--- src/rtl/ffba_pkg.sv ---
// Shared types and constants of the first-fit bitmap allocator.
package ffba_pkg;

    // Map word geometry: the map is read and written one word at a time.
    localparam int WORD_BITS = 32;
    localparam int WORD_LSB  = 5;

    // Request opcodes.
    localparam logic OP_ALLOC = 1'b0;
    localparam logic OP_FREE  = 1'b1;

    // One request as it arrives on the input channel.
    typedef struct packed {
        logic        opcode;
        logic [9:0]  start_unit;
        logic [10:0] run_length;
    } ffba_req_t;

    // One result as it leaves on the output channel.
    typedef struct packed {
        logic [9:0] granted_unit;
        logic       failed;
    } ffba_rsp_t;

    // Sequencer states, one-hot.
    typedef enum logic [4:0] {
        ST_CLEAR = 5'b00001,
        ST_IDLE  = 5'b00010,
        ST_SCAN  = 5'b00100,
        ST_MARK  = 5'b01000,
        ST_DONE  = 5'b10000
    } ffba_state_t;

endpackage

--- src/rtl/ffba_map_ram.sv ---
// Word-wide used/free map storage with one write port and one registered read port.
module ffba_map_ram #(
    parameter int DEPTH = 32,
    parameter int AW    = 5
) (
    input  logic                           aclk,
    input  logic                           rd_en,
    input  logic [AW-1:0]                  rd_addr,
    output logic [ffba_pkg::WORD_BITS-1:0] rd_data,
    input  logic                           wr_en,
    input  logic [AW-1:0]                  wr_addr,
    input  logic [ffba_pkg::WORD_BITS-1:0] wr_data
);
    import ffba_pkg::*;

    logic [WORD_BITS-1:0] mem [DEPTH];

    // Write port.
    always_ff @(posedge aclk) begin
        if (wr_en) begin
            mem[wr_addr] <= wr_data;
        end
    end

    // Registered read port.
    always_ff @(posedge aclk) begin
        if (rd_en) begin
            rd_data <= mem[rd_addr];
        end
    end

endmodule

--- src/rtl/ffba_run_scan.sv ---
// Free-run search over one map word, carrying the run length from the previous word.
module ffba_run_scan #(
    parameter int EW = 12
) (
    input  logic [ffba_pkg::WORD_BITS-1:0] used_bits,
    input  logic [EW-1:0]                  run_in,
    input  logic [EW-1:0]                  run_len,
    output logic                           found,
    output logic [ffba_pkg::WORD_LSB-1:0]  pos,
    output logic [EW-1:0]                  run_out
);
    import ffba_pkg::*;

    logic                any_lvl  [WORD_LSB+1][WORD_BITS];
    logic [WORD_LSB-1:0] last_lvl [WORD_LSB+1][WORD_BITS];
    logic [EW-1:0]       run_at   [WORD_BITS];
    logic [WORD_BITS-1:0] hit;

    // Parallel prefix: for each bit, whether any used bit lies at or below it,
    // and the position of the highest such used bit.
    always_comb begin
        for (int i = 0; i < WORD_BITS; i++) begin
            any_lvl[0][i]  = used_bits[i];
            last_lvl[0][i] = WORD_LSB'(i);
        end
        for (int d = 0; d < WORD_LSB; d++) begin
            for (int i = 0; i < WORD_BITS; i++) begin
                if (i >= (1 << d) && !any_lvl[d][i]) begin
                    any_lvl[d+1][i]  = any_lvl[d][i - (1 << d)];
                    last_lvl[d+1][i] = last_lvl[d][i - (1 << d)];
                end else begin
                    any_lvl[d+1][i]  = any_lvl[d][i];
                    last_lvl[d+1][i] = last_lvl[d][i];
                end
            end
        end
    end

    // Run length ending at each bit, and whether it reaches the request.
    always_comb begin
        for (int i = 0; i < WORD_BITS; i++) begin
            if (any_lvl[WORD_LSB][i]) begin
                run_at[i] = EW'(WORD_LSB'(i) - last_lvl[WORD_LSB][i]);
            end else begin
                run_at[i] = run_in + EW'(i + 1);
            end
            hit[i] = (run_at[i] >= run_len);
        end
    end

    // Lowest bit at which the run completes.
    always_comb begin
        pos = '0;
        for (int i = WORD_BITS - 1; i >= 0; i--) begin
            if (hit[i]) begin
                pos = WORD_LSB'(i);
            end
        end
    end

    assign found   = |hit;
    assign run_out = run_at[WORD_BITS-1];

endmodule

--- src/rtl/first_fit_bitmap_allocator_top.sv ---
// Top level of the first-fit bitmap allocator: request sequencer, map RAM and word scanner.
//
// The allocator keeps one used/free bit per unit in a RAM of 32-bit words and
// handles one request at a time. After reset a clearing pass writes one map
// word per cycle, before the first request is taken. An allocate request reads
// the map one word per cycle from word 0 and checks all 32 bits of a word at
// once, so the scan stops at the word where the run ends, having read at most
// 32 words for 1024 units; the run is then marked used with one
// read-modify-write per word it covers, pipelined at one word per cycle. An
// allocate of zero length or longer than the store fails without a scan, and
// a free of zero length goes straight to the result. The block returns to idle,
// ready for the next request, as the result is loaded into the output register.
// The single map RAM read port, one word per cycle, limits the scan and mark
// speed. The result sits in an output register, and the next request is taken
// while it waits.
module first_fit_bitmap_allocator_top #(
    parameter int UNIT_COUNT = 1024
) (
    input  logic                aclk,
    input  logic                aresetn,
    input  logic                s_valid,
    output logic                s_ready,
    input  ffba_pkg::ffba_req_t s_data,
    output logic                m_valid,
    input  logic                m_ready,
    output ffba_pkg::ffba_rsp_t m_data
);
    import ffba_pkg::*;

    localparam int WORD_COUNT = (UNIT_COUNT + WORD_BITS - 1) / WORD_BITS;
    localparam int WW         = (WORD_COUNT > 1) ? $clog2(WORD_COUNT) : 1;
    localparam int UW         = $clog2(UNIT_COUNT) + 1;
    localparam int EW         = (UW > 12) ? UW : 12;
    localparam int XW         = EW - WORD_LSB;
    localparam int TAIL       = UNIT_COUNT % WORD_BITS;

    localparam logic [WW:0]   WORD_END  = (WW+1)'(WORD_COUNT);
    localparam logic [WW-1:0] LAST_WORD = WW'(WORD_COUNT - 1);
    localparam logic [EW-1:0] UNITS     = EW'(UNIT_COUNT);
    localparam logic [EW-1:0] TOP_UNIT  = EW'(UNIT_COUNT - 1);

    ffba_state_t   state_reg, state_next;
    logic [WW:0]   ptr_reg, ptr_next;
    logic          rd_valid_reg;
    logic [WW-1:0] rd_word_reg;
    logic [EW-1:0] run_reg, run_next;
    logic [EW-1:0] len_reg, len_next;
    logic [EW-1:0] lo_reg, lo_next;
    logic [EW-1:0] hi_reg, hi_next;
    logic          set_reg, set_next;
    ffba_rsp_t     res_reg, res_next;
    logic          m_valid_reg, m_valid_next;
    ffba_rsp_t     m_data_reg, m_data_next;

    logic                 rd_en;
    logic [WW-1:0]        rd_addr;
    logic [WORD_BITS-1:0] rd_data;
    logic                 wr_en;
    logic [WW-1:0]        wr_addr;
    logic [WORD_BITS-1:0] wr_data;

    logic [WORD_BITS-1:0] scan_bits;
    logic                 scan_found;
    logic [WORD_LSB-1:0]  scan_pos;
    logic [EW-1:0]        scan_run;
    logic                 scan_eval;
    logic                 scan_leave;
    logic [EW-1:0]        scan_end;
    logic [EW-1:0]        scan_first;

    logic                 mark_eval;
    logic                 mark_done;
    logic [XW-1:0]        rd_word_ext;
    logic [XW-1:0]        ptr_ext;
    logic [WORD_LSB-1:0]  lo_bit;
    logic [WORD_LSB-1:0]  hi_bit;
    logic [WORD_BITS-1:0] mark_mask;

    logic [EW-1:0] req_start;
    logic [EW-1:0] req_len;
    logic [EW-1:0] req_end;

    // Map storage.
    ffba_map_ram #(
        .DEPTH (WORD_COUNT),
        .AW    (WW)
    ) u_map_ram (
        .aclk    (aclk),
        .rd_en   (rd_en),
        .rd_addr (rd_addr),
        .rd_data (rd_data),
        .wr_en   (wr_en),
        .wr_addr (wr_addr),
        .wr_data (wr_data)
    );

    // Units past the store's end read as used so that no run reaches them.
    always_comb begin
        for (int k = 0; k < WORD_BITS; k++) begin
            scan_bits[k] = rd_data[k]
                         | ((TAIL != 0) && (k >= TAIL) && (rd_word_reg == LAST_WORD));
        end
    end

    // Word scanner.
    ffba_run_scan #(
        .EW (EW)
    ) u_run_scan (
        .used_bits (scan_bits),
        .run_in    (run_reg),
        .run_len   (len_reg),
        .found     (scan_found),
        .pos       (scan_pos),
        .run_out   (scan_run)
    );

    // Scan bookkeeping: a word is checked in the cycle after its read.
    assign scan_eval  = (state_reg == ST_SCAN) && rd_valid_reg;
    assign scan_leave = scan_eval && (scan_found || (rd_word_reg == LAST_WORD));
    assign scan_end   = EW'({rd_word_reg, scan_pos});
    assign scan_first = scan_end + EW'(1) - len_reg;

    // Mark bookkeeping: each word of the range is read, modified and written.
    assign rd_word_ext = XW'(rd_word_reg);
    assign ptr_ext     = XW'(ptr_reg);
    assign mark_eval   = (state_reg == ST_MARK) && rd_valid_reg;
    assign mark_done   = mark_eval && (rd_word_ext == hi_reg[EW-1:WORD_LSB]);
    assign lo_bit      = (rd_word_ext == lo_reg[EW-1:WORD_LSB]) ? lo_reg[WORD_LSB-1:0] : '0;
    assign hi_bit      = (rd_word_ext == hi_reg[EW-1:WORD_LSB]) ? hi_reg[WORD_LSB-1:0] : '1;

    always_comb begin
        for (int k = 0; k < WORD_BITS; k++) begin
            mark_mask[k] = (WORD_LSB'(k) >= lo_bit) && (WORD_LSB'(k) <= hi_bit);
        end
    end

    // Map RAM port control.
    always_comb begin
        rd_addr = ptr_reg[WW-1:0];
        rd_en   = 1'b0;
        wr_en   = 1'b0;
        wr_addr = rd_word_reg;
        wr_data = set_reg ? (rd_data | mark_mask) : (rd_data & ~mark_mask);
        case (state_reg)
            ST_CLEAR: begin
                wr_en   = 1'b1;
                wr_addr = ptr_reg[WW-1:0];
                wr_data = '0;
            end
            ST_SCAN: begin
                rd_en = (ptr_reg < WORD_END) && !scan_leave;
            end
            ST_MARK: begin
                rd_en = (ptr_ext <= hi_reg[EW-1:WORD_LSB]);
                wr_en = mark_eval;
            end
            default: begin
            end
        endcase
    end

    // Request fields widened to unit-index width.
    assign req_start = EW'(s_data.start_unit);
    assign req_len   = EW'(s_data.run_length);
    assign req_end   = req_start + req_len - EW'(1);

    assign s_ready = (state_reg == ST_IDLE);

    // Sequencer.
    always_comb begin
        state_next   = state_reg;
        ptr_next     = ptr_reg;
        run_next     = run_reg;
        len_next     = len_reg;
        lo_next      = lo_reg;
        hi_next      = hi_reg;
        set_next     = set_reg;
        res_next     = res_reg;
        m_valid_next = m_valid_reg && !m_ready;
        m_data_next  = m_data_reg;
        if (rd_en) begin
            ptr_next = ptr_reg + (WW+1)'(1);
        end
        case (state_reg)
            ST_CLEAR: begin
                ptr_next = ptr_reg + (WW+1)'(1);
                if (ptr_reg[WW-1:0] == LAST_WORD) begin
                    state_next = ST_IDLE;
                end
            end
            ST_IDLE: begin
                if (s_valid) begin
                    res_next = '0;
                    len_next = req_len;
                    run_next = '0;
                    if (s_data.opcode == OP_ALLOC) begin
                        if (req_len == '0 || req_len > UNITS) begin
                            res_next.failed = 1'b1;
                            state_next      = ST_DONE;
                        end else begin
                            ptr_next   = '0;
                            state_next = ST_SCAN;
                        end
                    end else begin
                        set_next = 1'b0;
                        lo_next  = req_start;
                        hi_next  = (req_end > TOP_UNIT) ? TOP_UNIT : req_end;
                        ptr_next = (WW+1)'(req_start[EW-1:WORD_LSB]);
                        if (req_len == '0 || req_start >= UNITS) begin
                            state_next = ST_DONE;
                        end else begin
                            state_next = ST_MARK;
                        end
                    end
                end
            end
            ST_SCAN: begin
                if (scan_eval) begin
                    run_next = scan_run;
                    if (scan_found) begin
                        set_next              = 1'b1;
                        lo_next               = scan_first;
                        hi_next               = scan_end;
                        ptr_next              = (WW+1)'(scan_first[EW-1:WORD_LSB]);
                        res_next.granted_unit = scan_first[9:0];
                        state_next            = ST_MARK;
                    end else if (rd_word_reg == LAST_WORD) begin
                        res_next.failed = 1'b1;
                        state_next      = ST_DONE;
                    end
                end
            end
            ST_MARK: begin
                if (mark_done) begin
                    state_next = ST_DONE;
                end
            end
            ST_DONE: begin
                if (!m_valid_reg || m_ready) begin
                    m_valid_next = 1'b1;
                    m_data_next  = res_reg;
                    state_next   = ST_IDLE;
                end
            end
            default: begin
                state_next = ST_IDLE;
            end
        endcase
    end

    // Control registers.
    always_ff @(posedge aclk) begin
        if (!aresetn) begin
            state_reg    <= ST_CLEAR;
            ptr_reg      <= '0;
            rd_valid_reg <= 1'b0;
            m_valid_reg  <= 1'b0;
        end else begin
            state_reg    <= state_next;
            ptr_reg      <= ptr_next;
            rd_valid_reg <= rd_en;
            m_valid_reg  <= m_valid_next;
        end
    end

    // Payload registers.
    always_ff @(posedge aclk) begin
        rd_word_reg <= rd_addr;
        run_reg     <= run_next;
        len_reg     <= len_next;
        lo_reg      <= lo_next;
        hi_reg      <= hi_next;
        set_reg     <= set_next;
        res_reg     <= res_next;
        m_data_reg  <= m_data_next;
    end

    assign m_valid = m_valid_reg;
    assign m_data  = m_data_reg;

endmodule
--- config.mk ---
export PLATFORM = sky130hd
export DESIGN_NAME = first_fit_bitmap_allocator_top
export DESIGN_NICKNAME = d
export VERILOG_FILES = /design/src/rtl/ffba_pkg.sv /design/src/rtl/ffba_map_ram.sv /design/src/rtl/ffba_run_scan.sv /design/src/rtl/first_fit_bitmap_allocator_top.sv
export SDC_FILE = /design/constraint.sdc
export NUM_CORES = 2
export LEC_CHECK = 0
export ABC_AREA = 1
export BUFFER_PORTS_ARGS = -buffer_cell sky130_fd_sc_hd__buf_2
export CAP_MARGIN = 20
export CORE_UTILIZATION = 30
export DETAILED_ROUTE_END_ITERATION = 12
export PLACE_DENSITY = 0.53
export SETUP_SLACK_MARGIN = 0.4
export SLEW_MARGIN = 0
export SYNTH_ARGS = -nofsm -noshare
export SYNTH_HDL_FRONTEND = slang
export SYNTH_SLANG_ARGS = --single-unit
--- constraint.sdc ---
create_clock -name aclk -period 10.5 [get_ports aclk]
set_input_delay 0 -clock aclk [delete_from_list [all_inputs] [get_ports aclk]]
set_output_delay 0 -clock aclk [all_outputs]
set_load 0.05 [all_outputs]
==> results <==
- The half-perimeter wire length of the detailed placement result is 158000 um.
- The number of clock sinks seen by CTS is 1144.
- The biggest area contributor in the post-synthesis netlist is edfxtp_1.
- The H-tree depth reported by CTS is 3.
- Post-CTS repair changed the size of 0 cells.
- The mapped netlist covers 63600 um2.
- Once the clock tree was built, the setup fixing pass inserted 0 buffers.
- The endpoint of the worst setup timing path is ptr_reg[2].
- The number of failing hold endpoints at the final stage came to 0.
- The worst register-to-register path has a depth of 60.
- In this run the remaining antenna-violating nets after routing total 0.
- Dividing the detail-routed via count by the number of cells gives 5.43.
- The core region is 210000 um2.
- The CTS tree is done.
- The sequential fraction of the synthesis area is 53.7%.
- Global routing finished with a remaining overflow of 0.
- The tree is rooted in a clkbuf_16.
- In this run the power density over the cells is 240 nW/um2.
- Of all flip-flops after synthesis, the portion carrying an async set or reset was 0%.
- Together, buffers and inverters on the worst path number 7.
- Measured along the x axis, the die boundary spans 462 um.
- Setup violations remaining at the end of the flow were counted as 0.
- Clock-pin slew was measured on the worst setup and hold paths at 0.07 ns.
- Derived from the worst setup path, the maximum achievable clock frequency is 0.115 GHz.
- The capture instance of the worst register-to-register path is ptr_reg[2].
- The worst voltage drop across the vdd grid is 0.000171 V.
- For this block, the initial DRC count from the detailed router was 5245.
- The number of flops mapped to enable cells by yosys is 1126.
- The worst reg2reg path startpoint is u_map_ram.rd_data[10].
- The gate count of the mapped netlist is 6558.
- The worst path in the final design needs a cycle of 8.70 ns, including I/O delays and setup.
- The final-layout setup total negative slack is 0 ns.
- Setup repair after global routing left no endpoint under its margin.
- The finished layout holds 9517 standard cells, fillers aside.
- The floorplan step defined a die boundary enclosing 214000 um2.
- The longest clock path from root to sink contains 3 buffers.
- The start point of the critical path is u_map_ram.rd_data[10].
- Routability-driven placement finished with a final weighted congestion of 1.01.
- The floorplan die height is 462 um.
- The biggest cell delay along the critical path is 0.61 ns.
- For this run, design rule violations remaining after detail routing come to 0.
- Summed over its instances, the top area cell type makes up 53.2% of the synthesized netlist area.
- The total number of nets in the final design is 7081.
- The slowest stage cell on the critical path is edfxtp_1.
- The mean instance size in the synthesized netlist is 9.70 um2.
- The share of post-route cells with drive strength above 1 is 8.85%.
- The register with the highest flop count is u_map_ram.mem.
- The floorplan has 168 rows.
- The run finished with clean final reports.
- By instance count, the leading cell after synthesis is edfxtp_1.
- The netlist uses 69 different library cells.
- In this run the static leakage power is 0.0271 uW.
- The required arrival time at the worst endpoint is 11.16 ns.
- The largest registers in the layout are u_map_ram.mem (1024), u_map_ram.rd_data (32).
- The number of antenna violations at the first check in global routing is 8.
- The number of max-slew violations in the final report is 0.
- The first global-routing pass estimated 354000 um of wire.
- The largest net degree at the start of global routing is 147.
- The top flip-flop cell by instance count after synthesis is edfxtp_1.
- Once the floorplan was initialized, standard cells occupied 30.3% of the core.
- The clock latency of the later-clocked register in the worst-skew pair is 0.79 ns.
- The routed layout has 51600 vias.
- The global routing usage summed across all routing layers is 22.4%.
- The final critical-path share of the clock period is 82.9%.
- The count of input and output buffers is 38.
- The category of the most critical setup path is flip-flop to flip-flop.
- The cell with the most instances on the worst path is nand2_1.
- The total iterations of the first detailed-routing run is 6.
- The number of fillers in the final layout is 21400.
- The family with the most delay on the worst path is simple AND/OR/NAND/NOR gates.
- The clock arrives with 0.0707 ns of skew.
- The path class of the tightest hold or removal check is input port to flip-flop.
- In the final routed layout, each cell accounts on average for 26.0 um.
- The maximum net fanout on the critical path is 11.
- The register with the most flip-flops in the layout has 1024 of them.
- After synthesis, the cell types taking the most area are edfxtp_1 53%, ha_1 8.8%, o21ai_0 7.0%, nor2_1 6.3%, nand2_1 3.9%.
- At the worst endpoint, the arrival time is 9.37 ns.
- Synthesis inferred 1144 register bits.
- 39 I/O pins were placed.
- Counting buffers and inverters, the worst setup path is 60 cells deep.
- Once placement completed, the tool counted placed cells totaling 9247.
- The synthesis-to-layout area growth is 13.2%.
- The transition at the pin with the smallest max-transition slack is 1.08 ns.
- Wires add up to 248000 um.
- The number of buffers created by CTS is 120.
- The count of synthesis-stage warnings from yosys is 0.
- The relative max-transition margin is 27.2%.
- The worst setup path is captured at a flip-flop.
- For flop-to-flop paths, the worst setup slack is 1.80 ns.
- STA classifies the critical path startpoint as a flip-flop.
- The number of hold buffers added after CTS was 40.
- The number of global-route vias before repair is 48800.
- The commonest cells after synthesis are 1126 x edfxtp_1, 1062 x nor2_1, 896 x o21ai_0.
- Max-cap violations in this run came to 0.
-- cell type report --
class / count / area (um2) / area share, %
Antenna cell: 1 / 2.50 / 0.00347
Sequential cell: 1144 / 34200 / 47.5
Timing Repair Buffer: 243 / 1870 / 2.60
Clock inverter: 85 / 722 / 1.00
Clock buffer: 140 / 3100 / 4.30
Tap cell: 2805 / 3510 / 4.87
Inverter: 570 / 2160 / 3.00
Multi-Input combinational cell: 4529 / 26500 / 36.8
-- how the worst min path moves through the flow --
stage	start	to	slack, ns	cells after the start
floorplan	aresetn	state_reg[0]	0.08	1
global placement	aresetn	state_reg[0]	0.21	2
detailed placement	aresetn	state_reg[0]	0.22	2
CTS	s_data[2]	len_reg[2]	0.02	2
global route	s_data[2]	len_reg[2]	0.04	2
finish	s_data[10]	len_reg[10]	0.05	2
-- metal layers --
metal  GRT usage (%)  vias up  wire length, um
met1            30.3    25500           107000
met4            8.80        6            10700
li1                -    23500                -
met5               0        -               34
met2            36.3     2126           114000
met3            3.03      487            16100
-- through the flow --
stage | power, uW | hold WS [ns] | util, % | area (um2) | setup slack (ns)
floorplan | 10400 | 0.0762 | - | 63600 | 4.20
global placement | 13100 | 0.206 | 32.2 | 67700 | 2.12
detailed placement | 13100 | 0.220 | 32.2 | 67800 | 2.22
CTS | 17300 | 0.0151 | 34.2 | 72000 | 1.92
global route | 18100 | 0.0369 | 34.3 | 72000 | 1.09
finish | 17300 | 0.0524 | 34.3 | 72000 | 1.80
-- cells by family after synthesis --
logic type               count (synthesis)  share of synthesized area [%]
buffers and inverters                  886                           5.33
multiplexers                             1                         0.0157
adder cells (fa/ha/maj)                447                           8.82
AO/OA/AOI/OAI                         1887                           16.6
flip-flops                            1144                           53.7
other                                    1                        0.00590
AND/OR/NAND/NOR                       2059                           13.7
XOR/XNOR                               133                           1.83
-- cell usage in the layout, fill, tap and decap left out, drive strengths merged, types with 8 or more instances in the layout --
cell,synthesis,routed
o221ai,31,31
nand4,43,43
a22oi,11,11
xor2,122,122
clkinv,13,81
o22ai,325,325
inv,557,562
a211oi,46,46
nand3,119,119
or2,12,12
xnor2,11,11
a2111oi,8,8
o31ai,19,19
a31oi,28,28
nor4,9,9
edfxtp,1126,1126
a221oi,10,10
clkbuf,277,141
a21oi,411,411
nand2,683,683
o211ai,20,20
nor2,1122,1122
dlygate4sd3,0,40
nor3,60,60
o21ai,901,901
ha,445,445
o21bai,23,23
buf,39,202
a21boi,19,19
dfxtp,18,18
-- report_power, final --
group	total (uW)	leakage, uW	switching [uW]	internal [uW]
sequential	6520	0.0104	215	6310
clock	4140	0.00185	1870	2270
combinational	6600	0.0148	4980	1620
total	17300	0.0271	7070	10200
No activity file was read; power rests on OpenSTA's default activity.
